[config.mk]
export PLATFORM = sky130hd
export DESIGN_NAME = interrupt_controller_claim_complete_flat
export DESIGN_NICKNAME = d
export VERILOG_FILES = /design/src/rtl/icc_pkg.sv /design/src/rtl/icc_if.sv /design/src/rtl/interrupt_controller_claim_complete.sv /design/src/rtl/icc_core.sv /design/src/flat_wrapper.sv
export SDC_FILE = /design/constraint.sdc
export NUM_CORES = 1
export LEC_CHECK = 0
export ABC_AREA = 0
export BUFFER_PORTS_ARGS = -buffer_cell sky130_fd_sc_hd__buf_2
export CAP_MARGIN = 20
export CORE_AREA = 2 2 187 152
export DETAILED_ROUTE_END_ITERATION = 8
export DIE_AREA = 0 0 189 154
export PLACE_DENSITY_LB_ADDON = 0.2
export SKIP_LAST_GASP = 1
export SYNTH_ARGS = -nofsm -noshare
export SYNTH_HDL_FRONTEND = slang
export SYNTH_SLANG_ARGS = --single-unit
[constraint.sdc]
create_clock -name clk -period 3.1 [get_ports clk]
set_input_delay 0.62 -clock clk [delete_from_list [all_inputs] [get_ports clk]]
set_output_delay 0.62 -clock clk [all_outputs]
set_load 0.02 [all_outputs]
[src/rtl/icc_pkg.sv]
// shared types, constants and helpers of the interrupt controller
package icc_pkg;

	localparam int DATA_W      = 32;
	localparam int NUM_SOURCES = 32;
	localparam int SRC_IDX_W   = (NUM_SOURCES > 1) ? $clog2(NUM_SOURCES) : 1;

	// sources that exist, and the enable bits that can be set (source 0 never)
	localparam logic [DATA_W-1:0] SRC_MASK =
		DATA_W'({DATA_W{1'b1}} >> (DATA_W - NUM_SOURCES));
	localparam logic [DATA_W-1:0] ENABLE_MASK = SRC_MASK & ~DATA_W'(1);

	// actions
	localparam logic [1:0] ACT_UPDATE = 2'd0;
	localparam logic [1:0] ACT_READ   = 2'd1;
	localparam logic [1:0] ACT_WRITE  = 2'd2;
	localparam logic [1:0] ACT_UNUSED = 2'd3;

	// register map
	localparam logic [2:0] REG_PENDING   = 3'd0;
	localparam logic [2:0] REG_ENABLE    = 3'd1;
	localparam logic [2:0] REG_THRESHOLD = 3'd2;
	localparam logic [2:0] REG_CLAIM     = 3'd3;
	localparam logic [2:0] REG_UNMAPPED  = 3'd4;  // first of the unmapped indexes

	typedef struct packed {
		logic [1:0]        action;
		logic [2:0]        reg_select;
		logic [DATA_W-1:0] write_data;
		logic [DATA_W-1:0] active_lines;
	} item_t;

	typedef struct packed {
		logic [DATA_W-1:0] read_data;
		logic              ext_irq;
	} result_t;

	// index of the highest set bit among the existing sources
	function automatic logic [SRC_IDX_W-1:0] top_index(input logic [DATA_W-1:0] v);
		logic [SRC_IDX_W-1:0] idx;
		idx = '0;
		for (int i = 0; i < NUM_SOURCES; i++) begin
			if (v[i]) begin
				idx = SRC_IDX_W'(i);
			end
		end
		return idx;
	endfunction

endpackage

[src/rtl/icc_if.sv]
// handshake channels of the interrupt controller: request and response words
interface icc_req_if;
	logic                        valid;
	logic                        ready;
	logic [1:0]                  action;
	logic [2:0]                  reg_select;
	logic [icc_pkg::DATA_W-1:0]  write_data;
	logic [icc_pkg::DATA_W-1:0]  active_lines;

	modport source (output valid, action, reg_select, write_data, active_lines, input ready);
	modport sink   (input valid, action, reg_select, write_data, active_lines, output ready);
endinterface

interface icc_rsp_if;
	logic                        valid;
	logic                        ready;
	logic [icc_pkg::DATA_W-1:0]  read_data;
	logic                        ext_irq;

	modport source (output valid, read_data, ext_irq, input ready);
	modport sink   (input valid, read_data, ext_irq, output ready);
endinterface

[src/rtl/interrupt_controller_claim_complete.sv]
// top level of the single-target interrupt controller with claim and complete
// usage:
//   req channel carries one word per update tick or bus access: action
//   (update, read, write), reg_select, write_data and the active source lines
//   rsp channel returns exactly one word per request, in order: read_data
//   (register value, claimed source index, or zero) and ext_irq, the
//   external interrupt level as left by the most recent update
// path: a request accepted sits in the input register, and its response is
//   loaded into the response register, and valid, when the word moves on
// throughput: one word per cycle unless rsp stalls; a word updates state
//   as it leaves the input register, so each sees the effect of the one before
// stall: when rsp.ready is low the response register holds its word, the
//   input register keeps one more word, and req.ready drops only when both
//   are full; nothing is dropped or repeated
// reset: arst_n low clears pending, enable and mask bits, the irq level and
//   both valid flags; no clearing pass, requests are taken right after reset
module interrupt_controller_claim_complete (
	input logic          clk,
	input logic          arst_n,
	icc_req_if.sink      req,
	icc_rsp_if.source    rsp
);

	// input register
	logic             valid_s1;
	icc_pkg::item_t   item_s1;

	// response register
	logic             rsp_valid_q;
	icc_pkg::result_t rsp_word_q;

	logic             advance;
	icc_pkg::result_t result;

	// the word in the input register moves on when the response slot is free
	assign advance   = valid_s1 && (!rsp_valid_q || rsp.ready);
	assign req.ready = !valid_s1 || advance;

	always_ff @(posedge clk or negedge arst_n) begin
		if (!arst_n) begin
			valid_s1 <= 1'b0;
		end else if (req.ready) begin
			valid_s1 <= req.valid;
		end
	end

	// payload needs no reset
	always_ff @(posedge clk) begin
		if (req.valid && req.ready) begin
			item_s1.action       <= req.action;
			item_s1.reg_select   <= req.reg_select;
			item_s1.write_data   <= req.write_data;
			item_s1.active_lines <= req.active_lines;
		end
	end

	icc_core u_core (
		.clk     (clk),
		.arst_n  (arst_n),
		.step_en (advance),
		.item    (item_s1),
		.result  (result)
	);

	always_ff @(posedge clk or negedge arst_n) begin
		if (!arst_n) begin
			rsp_valid_q <= 1'b0;
		end else if (!rsp_valid_q || rsp.ready) begin
			rsp_valid_q <= valid_s1;
		end
	end

	always_ff @(posedge clk) begin
		if (advance) begin
			rsp_word_q <= result;
		end
	end

	assign rsp.valid     = rsp_valid_q;
	assign rsp.read_data = rsp_word_q.read_data;
	assign rsp.ext_irq   = rsp_word_q.ext_irq;

`ifndef NO_ASSERTIONS
	// a word held in the input register is not lost while the output stalls
	a_hold_s1: assert property (@(posedge clk) disable iff (!arst_n)
		valid_s1 && !advance |=> valid_s1)
		else $error("input word lost during stall");

	// a taken response is replaced only by the word that moved on
	a_rsp_refill: assert property (@(posedge clk) disable iff (!arst_n)
		rsp_valid_q && rsp.ready |=> rsp_valid_q == $past(valid_s1))
		else $error("response register refilled wrongly");

	// request side backs up only when both registers are full
	a_ready_full: assert property (@(posedge clk) disable iff (!arst_n)
		!req.ready |-> valid_s1 && rsp_valid_q && !rsp.ready)
		else $error("request stalled with free space");
`endif

endmodule

[src/rtl/icc_core.sv]
// interrupt state and the per-word update, read and claim logic
module icc_core (
	input  logic            clk,
	input  logic            arst_n,
	input  logic            step_en,
	input  icc_pkg::item_t  item,
	output icc_pkg::result_t result
);

	logic [icc_pkg::DATA_W-1:0] pending_q, enable_q, masked_q;
	logic                       irq_q;

	logic [icc_pkg::DATA_W-1:0] pending_d, enable_d, masked_d;
	logic                       irq_d;
	logic [icc_pkg::DATA_W-1:0] lines, cand, claim_bit, done_bit;
	logic [icc_pkg::SRC_IDX_W-1:0] claim_idx;
	logic [icc_pkg::DATA_W-1:0] rdata;

	assign lines     = item.active_lines & icc_pkg::SRC_MASK;
	assign cand      = pending_q & enable_q;
	assign claim_idx = icc_pkg::top_index(cand);
	assign claim_bit = icc_pkg::DATA_W'(1) << claim_idx;
	assign done_bit  = icc_pkg::DATA_W'(1) << item.write_data[icc_pkg::SRC_IDX_W-1:0];

	always_comb begin
		pending_d = pending_q;
		enable_d  = enable_q;
		masked_d  = masked_q;
		irq_d     = irq_q;
		rdata     = '0;
		unique case (item.action)
			icc_pkg::ACT_UPDATE: begin
				pending_d = pending_q | (lines & ~masked_q);
				masked_d  = masked_q | lines;
				irq_d     = |(pending_d & enable_q);
			end
			icc_pkg::ACT_READ: begin
				unique case (item.reg_select)
					icc_pkg::REG_PENDING: rdata = pending_q;
					icc_pkg::REG_ENABLE:  rdata = enable_q;
					icc_pkg::REG_CLAIM: begin
						if (|cand) begin
							rdata     = icc_pkg::DATA_W'(claim_idx);
							pending_d = pending_q & ~claim_bit;
						end
					end
					default: rdata = '0; // threshold reads zero, unmapped too
				endcase
			end
			icc_pkg::ACT_WRITE: begin
				unique case (item.reg_select)
					icc_pkg::REG_ENABLE: enable_d = item.write_data & icc_pkg::ENABLE_MASK;
					icc_pkg::REG_CLAIM: begin
						if (item.write_data < icc_pkg::DATA_W'(icc_pkg::NUM_SOURCES)
								&& |(enable_q & done_bit)) begin
							masked_d = masked_q & ~done_bit;
						end
					end
					default: ; // pending, threshold and unmapped writes dropped
				endcase
			end
			default: ; // unused action
		endcase
	end

	assign result.read_data = rdata;
	assign result.ext_irq   = irq_d;

	always_ff @(posedge clk or negedge arst_n) begin
		if (!arst_n) begin
			pending_q <= '0;
			enable_q  <= '0;
			masked_q  <= '0;
			irq_q     <= 1'b0;
		end else if (step_en) begin
			pending_q <= pending_d;
			enable_q  <= enable_d;
			masked_q  <= masked_d;
			irq_q     <= irq_d;
		end
	end

`ifndef NO_ASSERTIONS
	// source 0 and absent sources can never be enabled
	a_enable_legal: assert property (@(posedge clk) disable iff (!arst_n)
		(enable_q & ~icc_pkg::ENABLE_MASK) == '0)
		else $error("enable bit set outside legal sources");

	// only an update word moves the interrupt level
	a_irq_only_update: assert property (@(posedge clk) disable iff (!arst_n)
		!(step_en && item.action == icc_pkg::ACT_UPDATE) |=> $stable(irq_q))
		else $error("irq level changed without update");

	// pending bits are raised only by an update word
	a_pending_raise: assert property (@(posedge clk) disable iff (!arst_n)
		!(step_en && item.action == icc_pkg::ACT_UPDATE)
		|=> (pending_q & ~$past(pending_q)) == '0)
		else $error("pending bit raised without update");

	// a newly pending source is masked at the same time
	a_pending_masked: assert property (@(posedge clk) disable iff (!arst_n)
		((pending_q & ~$past(pending_q)) & ~masked_q) == '0)
		else $error("new pending source not masked");
`endif

endmodule
[src/flat_wrapper.sv]
// flat-port wrapper written by rule: the top's interface ports become plain ports
module interrupt_controller_claim_complete_flat 
  (clk, arst_n, req_valid, req_action, req_reg_select, req_write_data, req_active_lines, req_ready, rsp_valid, rsp_read_data, rsp_ext_irq, rsp_ready);
  icc_req_if req_i ();
  icc_rsp_if rsp_i ();
  input logic clk;
  input logic arst_n;
  input wire logic [$bits(req_i.valid)-1:0] req_valid;
  input wire logic [$bits(req_i.action)-1:0] req_action;
  input wire logic [$bits(req_i.reg_select)-1:0] req_reg_select;
  input wire logic [$bits(req_i.write_data)-1:0] req_write_data;
  input wire logic [$bits(req_i.active_lines)-1:0] req_active_lines;
  output wire logic [$bits(req_i.ready)-1:0] req_ready;
  output wire logic [$bits(rsp_i.valid)-1:0] rsp_valid;
  output wire logic [$bits(rsp_i.read_data)-1:0] rsp_read_data;
  output wire logic [$bits(rsp_i.ext_irq)-1:0] rsp_ext_irq;
  input wire logic [$bits(rsp_i.ready)-1:0] rsp_ready;
  assign req_i.valid = req_valid;
  assign req_i.action = req_action;
  assign req_i.reg_select = req_reg_select;
  assign req_i.write_data = req_write_data;
  assign req_i.active_lines = req_active_lines;
  assign req_ready = req_i.ready;
  assign rsp_valid = rsp_i.valid;
  assign rsp_read_data = rsp_i.read_data;
  assign rsp_ext_irq = rsp_i.ext_irq;
  assign rsp_i.ready = rsp_ready;
  interrupt_controller_claim_complete u_core (.clk(clk), .arst_n(arst_n), .req(req_i), .rsp(rsp_i));
endmodule
; Word-level counts from Yosys, hierarchy flattened
; Index checks and enable logic that the tools add are counted.
[word_totals]
regBits = 200
output_inout_bits = 35
[op_classes]
order_cmp = 1
n_eq_ne = 8
shifts = 2
n_mux = 40
bitwise = 11
reduce_logical = 17
[op_table]
columns = op, count
row1 = 32-bit bitwise AND, 6
row2 = 5-bit two-way mux, 31
row3 = 32-bit two-way mux, 4
row4 = 32-bit one-hot mux with 2 select lines, 2
row5 = 32-bit inverter, 3
row6 = 32-bit one-hot mux with 3 select lines, 1
row7 = 32-bit OR reduction, 3
row8 = 32-bit bitwise OR, 2
row9 = "1-bit by 5-bit left shift with 32-bit output, first input constant", 2
row10 = "32-bit by 6-bit less-than comparator with 1-bit output, second input constant", 1
row11 = "2-bit != test, second input constant", 4
row12 = 4-bit AND reduction, 2
row13 = 2-bit nonzero test, 2
row14 = "3-bit by 1-bit equality test with 1-bit output, second input constant", 1
row15 = "3-bit by 2-bit equality test with 1-bit output, second input constant", 1
row16 = 1-bit logical AND, 3
row17 = 3-bit zero test, 1
row18 = 3-bit AND reduction, 1
row19 = "2-bit by 1-bit equality test with 1-bit output, second input constant", 1
row20 = "2-bit equality test, second input constant", 1
row21 = 1-bit zero test, 2
row22 = 2-bit zero test, 1
row23 = 1-bit logical OR, 2
row24 = 1-bit two-way mux, 2

; Depth between registers and ports, before layout
[logic_depth]
word_depth = 38
mapped_depth = 10

; Cells and area by module
; From an unflattened synthesis, not the netlist that was laid out.
[hier_totals]
hier_cells = 790
area_unflattened_um2 = 9033.7
[modules_own_cells]
columns = module, n_inst, cells_per_inst, area_per_inst_um2
row1 = icc_core, 1, 680, 5866.9
row2 = interrupt_controller_claim_complete, 1, 110, 3166.8

; Least setup slack after synthesis
; Ideal clock, no wire load.
[synth_path]
path_kind = in2reg
from = in rsp_ready
to = reg u_core.item_s1[0] in the netlist's numbering, enable pin
setup_time_ps = 434
arrival_time_ps = 2541
required_ps = 2666
slack_ps = 125
cell_stages = 2
cell_sequence = nand3b_1 -> and2_1
[synth_via]
elab_chain_len = 4
[synth_lines]
columns = item, line
row1 = "start, declared", flat_wrapper.sv:17  ; input wire logic [$bits(rsp_i.ready)-1:0] rsp_ready;
row2 = 1-bit logical OR, interrupt_controller_claim_complete.sv:36  ; assign advance = valid_s1 && (!rsp_valid_q || rsp.ready);
row3 = 1-bit logical AND, interrupt_controller_claim_complete.sv:36
row4 = 1-bit logical OR, interrupt_controller_claim_complete.sv:37  ; assign req.ready = !valid_s1 || advance;
row5 = 1-bit logical AND, interrupt_controller_claim_complete.sv:49  ; if (req.valid && req.ready) begin
row6 = "end, declared", interrupt_controller_claim_complete.sv:26  ; icc_pkg::item_t item_s1;
; No other way between the ends.
; A chain may end at the register's enable or synchronous reset.

; Worst setup path after layout
[layout_path]
from = reg u_core.u_core.enable_q[28] in the netlist's numbering
to = reg u_core.u_core.pending_q[27] in the netlist's numbering
[layout_via]
elab_chain_len = 11
[layout_lines]
columns = item, line
row1 = "start, declared", icc_core.sv:10  ; logic [icc_pkg::DATA_W-1:0] pending_q, enable_q, masked_q;
row2 = "start signal, assigned", icc_core.sv:77  ; enable_q <= enable_d;
row3 = 32-bit bitwise AND *, icc_core.sv:20  ; assign cand = pending_q & enable_q;
row4 = 5-bit two-way mux (4 in series), icc_pkg.sv:43  ; if (v[i]) begin
row5 = 1-bit by 5-bit left shift with 32-bit output, icc_core.sv:22  ; assign claim_bit = icc_pkg::DATA_W'(1) << claim_idx;
row6 = 32-bit inverter, icc_core.sv:44  ; pending_d = pending_q & ~claim_bit;
row7 = 32-bit bitwise AND, icc_core.sv:44
row8 = 32-bit two-way mux, icc_core.sv:42  ; if (|cand) begin
row9 = 32-bit two-way mux, icc_core.sv:38  ; unique case (item.reg_select)
row10 = 32-bit one-hot mux with 2 select lines, icc_core.sv:31  ; unique case (item.action)
row11 = "end signal, assigned", icc_core.sv:76  ; pending_q <= pending_d;
row12 = "end, declared", icc_core.sv:10
; Every way passes the cells marked *; elsewhere a longest branch is shown, timed or not. The select of a mux whose other input is x is not followed.

==> impl_metrics.yaml <==
placement:
  place_inst: 1285
  hpwl_microns: 24000
  place.gp.congestion: 1.04
  io_buffers: 107
route:
  route.vias.total: 7555
  dr.pass1.iters: 8
  viasPerCell: 5.74
  wirelength_microns: 32800
  drtIter0Drc: 794
  final_antenna_net_count: 0
  drc_errors: 0
  wl_per_cell_microns: 24.9
cts:
  cts_resized: 0
  cts_hold_buf: 0
  ctsLongestPathBuffers: 2
  clock-sinks: 200
  post_cts_buffers: 0
  cts_made_buffers: 17
  clkTransAtPathRegs_ns: 0.08
  htree_levels: 4
  clock_latency_ns: 0.45
  root_buffer: "clkbuf_16"
  cts_tree: "done"
global_routing:
  overflow: 0
  grt_pass1_vias: 7271
  grt_pass1_wl_microns: 48700
  grt_antenna_before_repair: 0
  track_usage_pct: 22.9
  grt_max_degree: 65
die:
  die_h_microns: 154
  ios: 108
  initial_utilization_pct: 33.6
  fp-row-count: 54
  coreArea_sq_um: 27100
  design.die.area_sq_um: 29100
  die_w_microns: 189
synth:
  ys_warn_count: 0
  yosysMostFrequentCell: "edfxtp_1"
  ys_seq_area_share_pct: 60.5
  ys_seq_elements: 200
  synthTopCellsByCount: "102 x edfxtp_1, 98 x dfrtp_1, 64 x nand2_1"
  syn_inst: 807
  netlist_area_sq_um: 9110
  yosysTopAreaCell: "edfxtp_1"
  syn-num-nets: 880
  synth-edff-count: 102
  synth_area_leaders: "edfxtp_1 34%, dfrtp_1 27%, mux2_2 4.0%, a22oi_1 3.9%, a31oi_1 3.5%"
  yosysTopAreaCellShare_pct: 33.6
  syn_area_per_cell_sq_um: 11.3
  synth-async-reset-ratio_pct: 49.0
  synth_top_flop_cell: "edfxtp_1"
  synth.distinct_cells: 61
setup_path:
  crit_type: "reg2reg"
  critPathRequiredTime_ns: 3.42
  start_kind: "register"
  end_kind: "register"
  crit_arrival_ns: 3.24
  critPathMaxFanout: 8
run_status:
  status: "complete, no violations"
timing:
  finalSetupTns_ns: 0
  setup_viol: 0
  worst_pin_slew_ns: 1.01
  fin_hold_ws_ns: 0.177
  timing.final.crit_share_pct: 94.2
  slew_violations: 0
  max-slew-margin-rel_pct: 32.6
  grt_setup_unrepaired: "false"
  clock_skew_ns: 0.0153
  fmax_mhz: 342
  final.min_clock_period_ns: 2.92
  final-hold-violation-count: 0
layout:
  diodes: 0
  drive_gt1_share_pct: 24.0
  area_growth_syn_to_layout_pct: 20.5
  nNetsFinal: 1013
  nFillCells: 2648
  final_cell_count_no_fill: 1317
  fin_util_pct: 40.5
power_and_ir_drop:
  vdd_drop_max_v: 0.000479
  p_per_area_nw_per_um2: 765
  total_power_mw: 8.40
  p_leak_nw: 4.23
flow_run:
  maxCapViolations: 0
hold_path:
  min_path_type: "in2async"
[worst paths after layout]
check                                           start                           to  slack, ns  depth (start not counted)
hold reg to reg             u_core.u_core.masked_q[0]   u_core.u_core.pending_q[0]       0.46                          1
setup reg to reg           u_core.u_core.enable_q[28]  u_core.u_core.pending_q[27]       0.18                          7
setup / recovery           u_core.u_core.enable_q[28]  u_core.u_core.pending_q[27]       0.18                          7
hold / removal                                 arst_n             u_core.rsp.valid       0.18                          1
max in group asynchronous                      arst_n   u_core.u_core.enable_q[30]       2.15                          2
min in group clk                   req_write_data[27]           u_core.item_s1[59]       0.34                          1
[cells by family after synthesis]
kind of cell | after synthesis | synth area share (%)
compound gates | 263 | 19.3
simple gates | 238 | 12.8
buf+inv | 71 | 3.09
mux | 35 | 4.28
flops | 200 | 60.5
[worst max-delay path, cell delays in order, from the launching register on]
cell and delay, ns:
dfrtp_1 0.50, a22oi_1 0.46, nand3_1 0.14, a21o_1 0.18, o21ai_1 0.63, nand4_1 0.36
o21ai_0 0.38, o21ai_0 0.14
[report_power, final]
part	internal, mW	switching (mW)	total, mW
Clock	1.35	1.03	2.38
Sequential	3.20	0.544	3.74
Combinational	0.824	1.45	2.28
[cells in the final DEF, fill, tap and decap left out, types with 5 or more instances in the layout]
cell type  instances
inv_1             29
buf_4             47
o21ai_0           35
o21ai_1            5
nand2_1           64
dfrtp_1           98
nand3_1           13
nor2b_1           24
mux2_2            32
a21oi_1           61
nand4_1            9
o31ai_1            6
a31oi_1           51
a22o_1             6
nor2_1            46
nor4_1             9
o2111ai_1          7
nand2b_1          11
clkbuf_16         18
nor3_1            36
buf_2            106
edfxtp_1         102
nand3b_1           8
a22oi_1           47
[registers in the layout, summed over array words and instances, names as in the netlist]
register                 cells
u_core.item_s1              69
u_core.rsp.ext_irq           1
u_core.rsp.read_data        32
u_core.rsp.valid             1
u_core.u_core.enable_q      31
u_core.u_core.irq_q          1
u_core.u_core.masked_q      32
u_core.u_core.pending_q     32
u_core.valid_s1              1
[stage by stage]
stage | setup slack (ns) | instance area (sq um)
after global placement | 0.282 | 10400
after detailed placement | 0.317 | 10400
after CTS | 0.339 | 11000
after global routing | 0.186 | 11000
final | 0.179 | 11000
after floorplan | 0.125 | 9110
[routing by layer]
layer  vias to the layer above  track usage [%]  wire length (microns)
li1                       3365                -                      -
met3                        62             7.90                   3360
met2                       439             30.6                  13200
met5                         -                0                      0
met1                      3689             34.4                  15400
met4                         0             6.66                    842
[area by class of cell]
| class | instances | area [sq um] | area share (%) |
|---|---|---|---|
| Sequential cell | 200 | 5520 | 50.3 |
| Multi-Input combinational cell | 536 | 3330 | 30.4 |
| Timing Repair Buffer | 156 | 943 | 8.60 |
| Clock buffer | 22 | 475 | 4.33 |
| Tap cell | 364 | 455 | 4.15 |
| Clock inverter | 10 | 143 | 1.30 |
| Inverter | 29 | 109 | 0.992 |
(Power assumes the default switching activity.)
